File: src/rtl/lcadc_pkg.sv
// shared types and constants for the load cell adc reader
package lcadc_pkg;

  localparam int DATA_BITS_DEF = 24;
  localparam int RAW_W         = 25;
  localparam int WEIGHT_W      = 32;
  localparam int CFG_IDX_W     = 3;
  localparam int CFG_DATA_W    = 32;

  // register map
  localparam logic [CFG_IDX_W-1:0] REG_ENABLE      = 3'd0;
  localparam logic [CFG_IDX_W-1:0] REG_GAIN_PULSES = 3'd1;
  localparam logic [CFG_IDX_W-1:0] REG_HALF_TICKS  = 3'd2;
  localparam logic [CFG_IDX_W-1:0] REG_POLL_PERIOD = 3'd3;
  localparam logic [CFG_IDX_W-1:0] REG_SCALE       = 3'd4;
  localparam logic [CFG_IDX_W-1:0] REG_OFFSET      = 3'd5;

  // gain select codes (extra pulses after the data bits)
  localparam logic [1:0] GAIN128 = 2'd1;
  localparam logic [1:0] GAIN64  = 2'd3;
  localparam logic [1:0] GAIN32  = 2'd2;

  localparam logic        RST_ENABLE      = 1'b1;
  localparam logic [1:0]  RST_GAIN_PULSES = GAIN128;
  localparam logic [7:0]  RST_HALF_TICKS  = 8'd50;
  localparam logic [23:0] RST_POLL_PERIOD = 24'd500000;
  localparam logic signed [31:0] RST_SCALE  = 32'sd181614;
  localparam logic signed [31:0] RST_OFFSET = -32'sd1453488;

  typedef struct packed {
    logic        enable;
    logic [1:0]  gain_pulses;
    logic [7:0]  half_bit_ticks;
    logic [23:0] poll_period_ticks;
  } ctrl_cfg_t;

  typedef struct packed {
    logic serial_clock;
    logic sample_valid;
  } step_t;

endpackage

File: src/rtl/lcadc_in_if.sv
// tick channel carrying the sampled data pin
interface lcadc_in_if;
  logic valid;
  logic ready;
  logic data_in;

  modport source (output valid, output data_in, input ready);
  modport sink (input valid, input data_in, output ready);
endinterface

File: src/rtl/lcadc_out_if.sv
// result channel: clock level, completion flag and held readings
interface lcadc_out_if;
  logic                                valid;
  logic                                ready;
  logic                                serial_clock;
  logic                                sample_valid;
  logic signed [lcadc_pkg::RAW_W-1:0]    raw_reading;
  logic signed [lcadc_pkg::WEIGHT_W-1:0] weight_q16;

  modport source (output valid, output serial_clock, output sample_valid,
                  output raw_reading, output weight_q16, input ready);
  modport sink (input valid, input serial_clock, input sample_valid,
                input raw_reading, input weight_q16, output ready);
endinterface

File: src/rtl/lcadc_cfg_if.sv
// register write channel
interface lcadc_cfg_if;
  logic                              valid;
  logic                              ready;
  logic [lcadc_pkg::CFG_IDX_W-1:0]   index;
  logic [lcadc_pkg::CFG_DATA_W-1:0]  wdata;

  modport source (output valid, output index, output wdata, input ready);
  modport sink (input valid, input index, input wdata, output ready);
endinterface

File: src/rtl/lcadc_ctrl.sv
// poll timer and serial clock sequencer, one step per accepted tick
module lcadc_ctrl #(
  parameter int DATA_BITS = lcadc_pkg::DATA_BITS_DEF
) (
  input  logic                   clk,
  input  logic                   rst_n,
  input  logic                   step_i,
  input  logic                   data_i,
  input  lcadc_pkg::ctrl_cfg_t   cfg_i,
  output lcadc_pkg::step_t       res_o,
  output logic signed [DATA_BITS:0] raw_o
);
  import lcadc_pkg::*;

  localparam int PCW = $clog2(DATA_BITS + 1);

  localparam logic [2:0] PH_IDLE      = 3'd0;
  localparam logic [2:0] PH_DATA_HIGH = 3'd1;
  localparam logic [2:0] PH_DATA_LOW  = 3'd2;
  localparam logic [2:0] PH_GAIN_HIGH = 3'd3;
  localparam logic [2:0] PH_GAIN_LOW  = 3'd4;

  logic [2:0]       phase_r, phase_nxt;
  logic [PCW-1:0]   pc_r, pc_nxt;
  logic [7:0]       htc_r, htc_nxt;
  logic [23:0]      poll_r, poll_nxt;
  logic [DATA_BITS:0] shift_r, shift_nxt;

  logic [23:0]  period;
  logic [7:0]   half;
  logic [24:0]  poll_inc;
  logic         poll;
  logic [8:0]   htc_inc;
  logic         half_done;
  logic [PCW:0] pc_inc;
  logic         clk_lvl;
  logic         done;

  always_comb begin
    period    = (cfg_i.poll_period_ticks == '0) ? 24'd1 : cfg_i.poll_period_ticks;
    half      = (cfg_i.half_bit_ticks == '0) ? 8'd1 : cfg_i.half_bit_ticks;
    poll_inc  = {1'b0, poll_r} + 25'd1;
    poll      = poll_inc >= {1'b0, period};
    poll_nxt  = poll ? '0 : poll_inc[23:0];
    htc_inc   = {1'b0, htc_r} + 9'd1;
    half_done = htc_inc >= {1'b0, half};
    pc_inc    = {1'b0, pc_r} + (PCW+1)'(1);

    phase_nxt = phase_r;
    pc_nxt    = pc_r;
    htc_nxt   = htc_r;
    shift_nxt = shift_r;
    clk_lvl   = 1'b0;
    done      = 1'b0;

    if (phase_r == PH_IDLE) begin
      if (poll && cfg_i.enable && !data_i) begin
        phase_nxt = PH_DATA_HIGH;
        htc_nxt   = '0;
        pc_nxt    = '0;
        shift_nxt = '0;
      end
    end else begin
      clk_lvl = (phase_r == PH_DATA_HIGH) || (phase_r == PH_GAIN_HIGH);
      htc_nxt = htc_inc[7:0];
      if (half_done) begin
        htc_nxt = '0;
        case (phase_r)
          PH_DATA_HIGH: begin
            // first bit lands at the top, msb first
            for (int i = 1; i <= DATA_BITS; i++) begin
              if ({1'b0, pc_r} == (PCW+1)'(DATA_BITS - i)) begin
                shift_nxt[i] = shift_r[i] | data_i;
              end
            end
            phase_nxt = PH_DATA_LOW;
          end
          PH_DATA_LOW: begin
            pc_nxt = pc_inc[PCW-1:0];
            if (pc_inc >= (PCW+1)'(DATA_BITS)) begin
              pc_nxt = '0;
              if (cfg_i.gain_pulses == '0) begin
                done      = 1'b1;
                phase_nxt = PH_IDLE;
              end else begin
                phase_nxt = PH_GAIN_HIGH;
              end
            end else begin
              phase_nxt = PH_DATA_HIGH;
            end
          end
          PH_GAIN_HIGH: begin
            phase_nxt = PH_GAIN_LOW;
          end
          PH_GAIN_LOW: begin
            pc_nxt = pc_inc[PCW-1:0];
            if (pc_inc >= (PCW+1)'(cfg_i.gain_pulses)) begin
              done      = 1'b1;
              phase_nxt = PH_IDLE;
            end else begin
              phase_nxt = PH_GAIN_HIGH;
            end
          end
          default: begin
            phase_nxt = PH_IDLE;
          end
        endcase
      end
    end
  end

  always_ff @(posedge clk) begin
    if (!rst_n) begin
      phase_r <= PH_IDLE;
      pc_r    <= '0;
      htc_r   <= '0;
      poll_r  <= '0;
      shift_r <= '0;
    end else if (step_i) begin
      phase_r <= phase_nxt;
      pc_r    <= pc_nxt;
      htc_r   <= htc_nxt;
      poll_r  <= poll_nxt;
      shift_r <= shift_nxt;
    end
  end

  // a read never ends on a tick that shifts in a bit, so the stored word is final
  assign res_o.serial_clock = clk_lvl;
  assign res_o.sample_valid = done;
  assign raw_o              = $signed(shift_r);

endmodule

File: src/rtl/load_cell_adc_reader.sv
// load cell adc reader top level: registers, sequencer and weight pipeline
// Every accepted tick on in_ch gives exactly one result on out_ch, one tick per
// clock cycle sustained while out_ch is ready; a tick passes the sequencer step,
// the multiply stage and the round and saturate stage into the output register,
// and a full stage holds while the next one cannot take its contents, so the
// stages back up when out_ch is not ready. Serial timing is counted in ticks:
// a read lasts 2 * half_bit_ticks * (DATA_BITS + gain_pulses) ticks after the
// poll that finds data low, and sample_valid marks the tick whose result
// carries the new raw_reading and weight_q16. Register writes take effect at
// once and are meant to be made while no tick is in flight.
module load_cell_adc_reader #(
  parameter int DATA_BITS = lcadc_pkg::DATA_BITS_DEF
) (
  input logic           clk,
  input logic           rst_n,
  lcadc_in_if.sink      in_ch,
  lcadc_out_if.source   out_ch,
  lcadc_cfg_if.sink     cfg_ch
);
  import lcadc_pkg::*;

  localparam int RW  = DATA_BITS + 1;
  localparam int RXW = (RW > RAW_W) ? RW : RAW_W;
  localparam int PW  = 32 + RW;
  localparam int QW  = PW - 16;
  localparam int SW  = QW + 2;

  // configuration registers
  ctrl_cfg_t             cfg_r;
  logic signed [31:0]    scale_r;
  logic signed [31:0]    offset_r;
  logic                  cfg_xfer;

  assign cfg_ch.ready = 1'b1;
  assign cfg_xfer     = cfg_ch.valid && cfg_ch.ready;

  always_ff @(posedge clk) begin
    if (!rst_n) begin
      cfg_r.enable            <= RST_ENABLE;
      cfg_r.gain_pulses       <= RST_GAIN_PULSES;
      cfg_r.half_bit_ticks    <= RST_HALF_TICKS;
      cfg_r.poll_period_ticks <= RST_POLL_PERIOD;
      scale_r                 <= RST_SCALE;
      offset_r                <= RST_OFFSET;
    end else if (cfg_xfer) begin
      case (cfg_ch.index)
        REG_ENABLE:      cfg_r.enable            <= cfg_ch.wdata[0];
        REG_GAIN_PULSES: cfg_r.gain_pulses       <= cfg_ch.wdata[1:0];
        REG_HALF_TICKS:  cfg_r.half_bit_ticks    <= cfg_ch.wdata[7:0];
        REG_POLL_PERIOD: cfg_r.poll_period_ticks <= cfg_ch.wdata[23:0];
        REG_SCALE:       scale_r                 <= $signed(cfg_ch.wdata);
        REG_OFFSET:      offset_r                <= $signed(cfg_ch.wdata);
        default: begin
        end
      endcase
    end
  end

  // pipeline handshake
  logic s1_v_r, s2_v_r, s3_v_r;
  logic ready1, ready2, ready3;
  logic load1, load2, load3;

  assign ready3 = !s3_v_r || out_ch.ready;
  assign ready2 = !s2_v_r || ready3;
  assign ready1 = !s1_v_r || ready2;
  assign load1  = in_ch.valid && ready1;
  assign load2  = s1_v_r && ready2;
  assign load3  = s2_v_r && ready3;
  assign in_ch.ready = ready1;

  always_ff @(posedge clk) begin
    if (!rst_n) begin
      s1_v_r <= 1'b0;
      s2_v_r <= 1'b0;
      s3_v_r <= 1'b0;
    end else begin
      s1_v_r <= load1 || (s1_v_r && !ready2);
      s2_v_r <= load2 || (s2_v_r && !ready3);
      s3_v_r <= load3 || (s3_v_r && !out_ch.ready);
    end
  end

  // stage 1: sequencer step
  step_t                 step;
  logic signed [RW-1:0]  raw;
  step_t                 s1_step_r;
  logic signed [RW-1:0]  s1_raw_r;

  lcadc_ctrl #(
    .DATA_BITS (DATA_BITS)
  ) u_ctrl (
    .clk    (clk),
    .rst_n  (rst_n),
    .step_i (load1),
    .data_i (in_ch.data_in),
    .cfg_i  (cfg_r),
    .res_o  (step),
    .raw_o  (raw)
  );

  always_ff @(posedge clk) begin
    if (load1) begin
      s1_step_r <= step;
      s1_raw_r  <= raw;
    end
  end

  // stage 2: scale times raw
  step_t                 s2_step_r;
  logic signed [RW-1:0]  s2_raw_r;
  logic signed [PW-1:0]  s2_prod_r;

  always_ff @(posedge clk) begin
    if (load2) begin
      s2_step_r <= s1_step_r;
      s2_raw_r  <= s1_raw_r;
      s2_prod_r <= PW'(scale_r) * PW'(s1_raw_r);
    end
  end

  // stage 3: round to nearest, add intercept, saturate; held in the output register
  function automatic logic signed [31:0] round_sat(input logic signed [PW-1:0] prod,
                                                   input logic signed [31:0] ofs);
    logic signed [QW-1:0] q;
    logic signed [SW-1:0] sum;
    logic                 ovf;
    q   = QW'(prod >>> 16);
    sum = SW'(q) + SW'({1'b0, prod[15]}) + SW'(ofs);
    ovf = (sum[SW-1:31] != '0) && (sum[SW-1:31] != '1);
    if (!ovf) begin
      round_sat = sum[31:0];
    end else if (sum[SW-1]) begin
      round_sat = 32'sh8000_0000;
    end else begin
      round_sat = 32'sh7FFF_FFFF;
    end
  endfunction

  logic                       out_clk_r;
  logic                       out_done_r;
  logic signed [RAW_W-1:0]    raw_r;
  logic signed [WEIGHT_W-1:0] weight_r;
  logic signed [RXW-1:0]      s2_raw_x;

  assign s2_raw_x = RXW'(s2_raw_r);

  always_ff @(posedge clk) begin
    if (load3) begin
      out_clk_r  <= s2_step_r.serial_clock;
      out_done_r <= s2_step_r.sample_valid;
    end
  end

  always_ff @(posedge clk) begin
    if (!rst_n) begin
      raw_r    <= '0;
      weight_r <= '0;
    end else if (load3 && s2_step_r.sample_valid) begin
      raw_r    <= s2_raw_x[RAW_W-1:0];
      weight_r <= round_sat(s2_prod_r, offset_r);
    end
  end

  assign out_ch.valid        = s3_v_r;
  assign out_ch.serial_clock = out_clk_r;
  assign out_ch.sample_valid = out_done_r;
  assign out_ch.raw_reading  = raw_r;
  assign out_ch.weight_q16   = weight_r;

endmodule

File: src/flat_wrapper.sv
// flat-port wrapper written by rule: the top's interface ports become plain ports
module load_cell_adc_reader_flat import lcadc_pkg::*;
#(
  parameter int DATA_BITS = lcadc_pkg::DATA_BITS_DEF
)
  (clk, rst_n, in_ch_valid, in_ch_data_in, in_ch_ready, out_ch_valid, out_ch_serial_clock, out_ch_sample_valid, out_ch_raw_reading, out_ch_weight_q16, out_ch_ready, cfg_ch_valid, cfg_ch_index, cfg_ch_wdata, cfg_ch_ready);
  lcadc_in_if in_ch_i ();
  lcadc_out_if out_ch_i ();
  lcadc_cfg_if cfg_ch_i ();
  input logic clk;
  input logic rst_n;
  input wire logic [$bits(in_ch_i.valid)-1:0] in_ch_valid;
  input wire logic [$bits(in_ch_i.data_in)-1:0] in_ch_data_in;
  output wire logic [$bits(in_ch_i.ready)-1:0] in_ch_ready;
  output wire logic [$bits(out_ch_i.valid)-1:0] out_ch_valid;
  output wire logic [$bits(out_ch_i.serial_clock)-1:0] out_ch_serial_clock;
  output wire logic [$bits(out_ch_i.sample_valid)-1:0] out_ch_sample_valid;
  output wire logic [$bits(out_ch_i.raw_reading)-1:0] out_ch_raw_reading;
  output wire logic [$bits(out_ch_i.weight_q16)-1:0] out_ch_weight_q16;
  input wire logic [$bits(out_ch_i.ready)-1:0] out_ch_ready;
  input wire logic [$bits(cfg_ch_i.valid)-1:0] cfg_ch_valid;
  input wire logic [$bits(cfg_ch_i.index)-1:0] cfg_ch_index;
  input wire logic [$bits(cfg_ch_i.wdata)-1:0] cfg_ch_wdata;
  output wire logic [$bits(cfg_ch_i.ready)-1:0] cfg_ch_ready;
  assign in_ch_i.valid = in_ch_valid;
  assign in_ch_i.data_in = in_ch_data_in;
  assign in_ch_ready = in_ch_i.ready;
  assign out_ch_valid = out_ch_i.valid;
  assign out_ch_serial_clock = out_ch_i.serial_clock;
  assign out_ch_sample_valid = out_ch_i.sample_valid;
  assign out_ch_raw_reading = out_ch_i.raw_reading;
  assign out_ch_weight_q16 = out_ch_i.weight_q16;
  assign out_ch_i.ready = out_ch_ready;
  assign cfg_ch_i.valid = cfg_ch_valid;
  assign cfg_ch_i.index = cfg_ch_index;
  assign cfg_ch_i.wdata = cfg_ch_wdata;
  assign cfg_ch_ready = cfg_ch_i.ready;
  load_cell_adc_reader #(.DATA_BITS(DATA_BITS)) u_core (.clk(clk), .rst_n(rst_n), .in_ch(in_ch_i), .out_ch(out_ch_i), .cfg_ch(cfg_ch_i));
endmodule
File: config.mk
export PLATFORM = sky130hd
export DESIGN_NAME = load_cell_adc_reader_flat
export DESIGN_NICKNAME = d
export VERILOG_FILES = /design/src/rtl/lcadc_pkg.sv /design/src/rtl/lcadc_in_if.sv /design/src/rtl/lcadc_out_if.sv /design/src/rtl/lcadc_cfg_if.sv /design/src/rtl/lcadc_ctrl.sv /design/src/rtl/load_cell_adc_reader.sv /design/src/flat_wrapper.sv
export SDC_FILE = /design/constraint.sdc
export NUM_CORES = 2
export LEC_CHECK = 0
export BUFFER_PORTS_ARGS = -buffer_cell sky130_fd_sc_hd__buf_2
export CORE_MARGIN = 2
export CORE_UTILIZATION = 38
export CTS_CLUSTER_DIAMETER = 40
export DETAILED_ROUTE_END_ITERATION = 7
export SYNTH_ARGS = -nofsm -noshare
export SYNTH_HDL_FRONTEND = slang
export SYNTH_SLANG_ARGS = --single-unit
File: constraint.sdc
create_clock -name clk -period 8.7 [get_ports clk]
set_input_delay 1.74 -clock clk [delete_from_list [all_inputs] [get_ports clk]]
set_output_delay 1.74 -clock clk [all_outputs]
set_load 0.01 [all_outputs]
==> impl_metrics.csv <==
group,metric,value,unit
setup_path,cp-end-kind,"flip-flop",
finish,diodes,0,
floorplan,rows,122,
floorplan,io_pins,103,
hold_path,hp-class,"reg -> reg",
synthesis,ys.flop_type,"dfxtp_1",
detailed_routing,ant_nets,0,
sta,tightest_slew,1.15,ns
detailed_routing,routed_wl,116000,µm
synthesis,postSynthNetCount,5727,
cts,cts_setup_buffers,0,
detailed_routing,drc_errors,0,
cts,max-clock-path-buffers,3,
finish,finalNetCount,5732,
synthesis,synth_most_common_cell,"inv_1",
synthesis,synth_largest_area_cell,"fa_1",
cts,cts.sinks,318,
synthesis,syn_avg_cell_area,9.11,µm²
synthesis,syn-instance-count,4671,
power,swShare,44.8,%
power,clkPwrFrac,23.5,%
setup_path,crit_arrival,8.37,ns
synthesis,synth.distinct_cells,89,
finish,drive_gt1_share,6.61,%
detailed_routing,vias_per_cell,5.06,
hold_path,min_to,"u_core.out_ch.serial_clock",
setup_path,cp.required,9.07,ns
place,dp_hpwl,94800,µm
sta,slew_headroom,23.4,%
sta,skew,0.0481,ns
cts,htreeDepth,2,
power,p_leak,21.6,nW
synthesis,synthTopCellsByArea,"fa_1, dfxtp_1, inv_1",
setup_path,startpoint_type,"flip-flop",
setup_path,reg2regPathDepth,22,
finish,fill_cells,11000,
sta,layout_worst_path_cycle_share,92.0,%
power,vdd_drop_max,278,µV
sta,whs,0.423,ns
power,seqPwrFrac,20.2,%
place,gp_congestion,0.877,
cts,ctsResizeCount,0,
detailed_routing,drtIter0Drc,2226,
global_route,grt_pass1_wl,188000,µm
power,power.density,204,nW/µm²
floorplan,dieArea,115000,µm²
sta,min_period,8.01,ns
sta,finalMaxSlewViolations,0,
floorplan,die_h,339,µm
setup_path,cp_max_fo,22,
cts,cts-buffers-inserted,53,
sta,setup_viol,0,
cts,cts_tree,"done",
synthesis,synth_edf_count,96,
job,max_cap_viol_count,0,
hold_path,min_from,"u_core.s2_step_r[1]",
hold_path,hold_depth,0,
cts,clockRootBuffer,"clkbuf_16",
synthesis,yosys_warnings,0,
setup_path,r2r_slack,0.69,ns
synthesis,yosysSeqAreaShare,17.2,%
detailed_routing,vias,31400,
place,postPlaceCellArea,44700,µm²
synthesis,ys_top_cells_by_count,"inv_1, fa_1, nand2_1, and2_1, ha_1",
cts,cts_hold_buf,0,
place,io_buffer_count,100,
global_route,grt_usage,20.6,%
power,combPwrFrac,56.3,%
synthesis,yosys_register_bits,318,
finish,area_delta_synth_final,9.40,%
sta,setup_tns,0,ns
run_status,status,"finished clean",
synthesis,synth_area,42500,µm²
detailed_routing,wl_per_cell,18.7,µm
synthesis,ys_async_sr_fraction,0,%
setup_path,crit_type,"reg -> reg",
sta,fmax,125,MHz
global_route,overflow,0,
power,switchingPower,0.00425,W
setup_path,timing.rr.start,"u_core.s1_raw_r[1]",
setup_path,setup.worst_path.start,"u_core.s1_raw_r[1]",
power,p_int,0.00523,W
finish,final_area,46500,µm²
sta,hold_viol,0,
setup_path,r2r_end,"u_core.s2_prod_r[51]",
global_route,grt_start_max_net_pins,98,
global_route,antenna_found_initial,3,
detailed_routing,first_pass_iters,5,
global_route,grt_pass1_vias,32700,
sta,grt_setup_unrepaired,"false",
floorplan,start_util,38.4,%
synthesis,synth.top_cell.area_share,36.8,%
cts,clk_latency,0.63,ns
cts,path_clk_slew,0.06,ns
floorplan,coreArea,111000,µm²
floorplan,die_x,339,µm
power,p_total,0.00948,W
kinds of logic (layout without fill, tap and decap cells):
logic type	after synthesis	after routing	share of synthesized area (%)
fa+ha+maj	1015	1015	43.7
other cells	2	2	0.0177
buf+inv	1054	1104	9.42
xor+xnor	151	151	3.11
mux	8	8	0.188
compound gates	555	555	8.66
flops	318	318	17.2
simple gates	1568	1568	17.7
cell type report:
cell class / instances / area (µm²) / share of cell area, %
clock buffers: 60 / 1380 / 2.97
clock inverters: 40 / 514 / 1.10
inverters: 819 / 3070 / 6.60
multi-input cells: 3299 / 31200 / 67.1
flip-flops and latches: 318 / 7330 / 15.7
well taps: 1488 / 1860 / 4.00
repair buffers: 185 / 1140 / 2.45
placed cells by master (no fill, tap or decap), drive strengths merged, types with 9 or more instances in the layout:
master / n
o21ai: 124
ha: 232
nand4: 25
a21o: 48
clkbuf: 60
and2: 372
xor2: 44
nor2: 121
a31oi: 12
nand2b: 23
dfxtp: 222
and3: 37
a21oi: 129
clkinv: 15
o211ai: 21
nor2b: 38
a2bb2oi: 10
nand2: 756
o22ai: 15
fa: 783
a211oi: 9
xnor2: 107
nor4: 16
nand3: 103
o21a: 37
o21bai: 9
inv: 837
buf: 185
nor3: 32
edfxtp: 96
a21boi: 85
worst max-delay path: stages, from the launching register on:
cell	delay, ns
edfxtp_1	0.87
nand2_1	0.21
inv_1	0.17
fa_1	0.54
fa_1	0.70
inv_1	0.20
fa_1	0.56
inv_1	0.40
fa_1	0.54
fa_1	0.58
fa_1	0.43
fa_1	0.45
ha_1	0.38
and3_1	0.23
nand3_1	0.07
o21ai_0	0.11
o21ai_0	0.16
nand2b_1	0.09
a221oi_1	0.42
nand2_1	0.17
a21o_1	0.23
a21oi_1	0.18
xnor2_1	0.09
power groups by stage:
stage          logic (W)  registers (W)  clock network (W)
2_1_floorplan    0.00365        0.00190                  0
3_3_place_gp     0.00521        0.00195                  0
3_5_place_dp     0.00525        0.00195                  0
4_1_cts          0.00528        0.00192            0.00226
5_1_grt          0.00596        0.00193            0.00233
6_report         0.00533        0.00192            0.00223
routing by layer:
metal  part of all wire [%]  vias up  track usage (%)
met5                  0.010        -                0
met4                    2.4        2             4.71
met3                    6.3      145             3.26
met2                     44      952             31.6
met1                     47    15900             30.5
li1                       -    14500                -
registers in the layout, indices dropped and copies added (netlist names), 5 cells and up:
signal,count
u_core.s2_prod_r,42
u_core.cfg_r,35
u_core.offset_r,32
u_core.out_ch.weight_q16,32
u_core.scale_r,32
u_core.out_ch.raw_reading,24
u_core.s1_raw_r,24
u_core.s2_raw_r,24
u_core.u_ctrl.poll_r,24
u_core.u_ctrl.raw_o,24
u_core.u_ctrl.htc_r,8
u_core.u_ctrl.pc_r,5
how the worst max path moves through the flow:
stage,to,cells after the start
floorplan,u_core.s2_prod_r[15],2
global placement,u_core.s2_prod_r[56],24
detailed placement,u_core.s2_prod_r[51],21
CTS,u_core.s2_prod_r[51],22
global route,u_core.s2_prod_r[46],25
finish,u_core.s2_prod_r[51],22
through the flow:
stage	std cells	util [%]	worst slack [ns]
finish	6209	42.0	0.695
global route	6209	42.0	0.206
CTS	6209	42.0	0.736
detailed placement	6109	40.3	0.709
global placement	6109	40.3	0.806
floorplan	4671	-	1.34
Note: power is estimated with default switching activity, not from simulation.
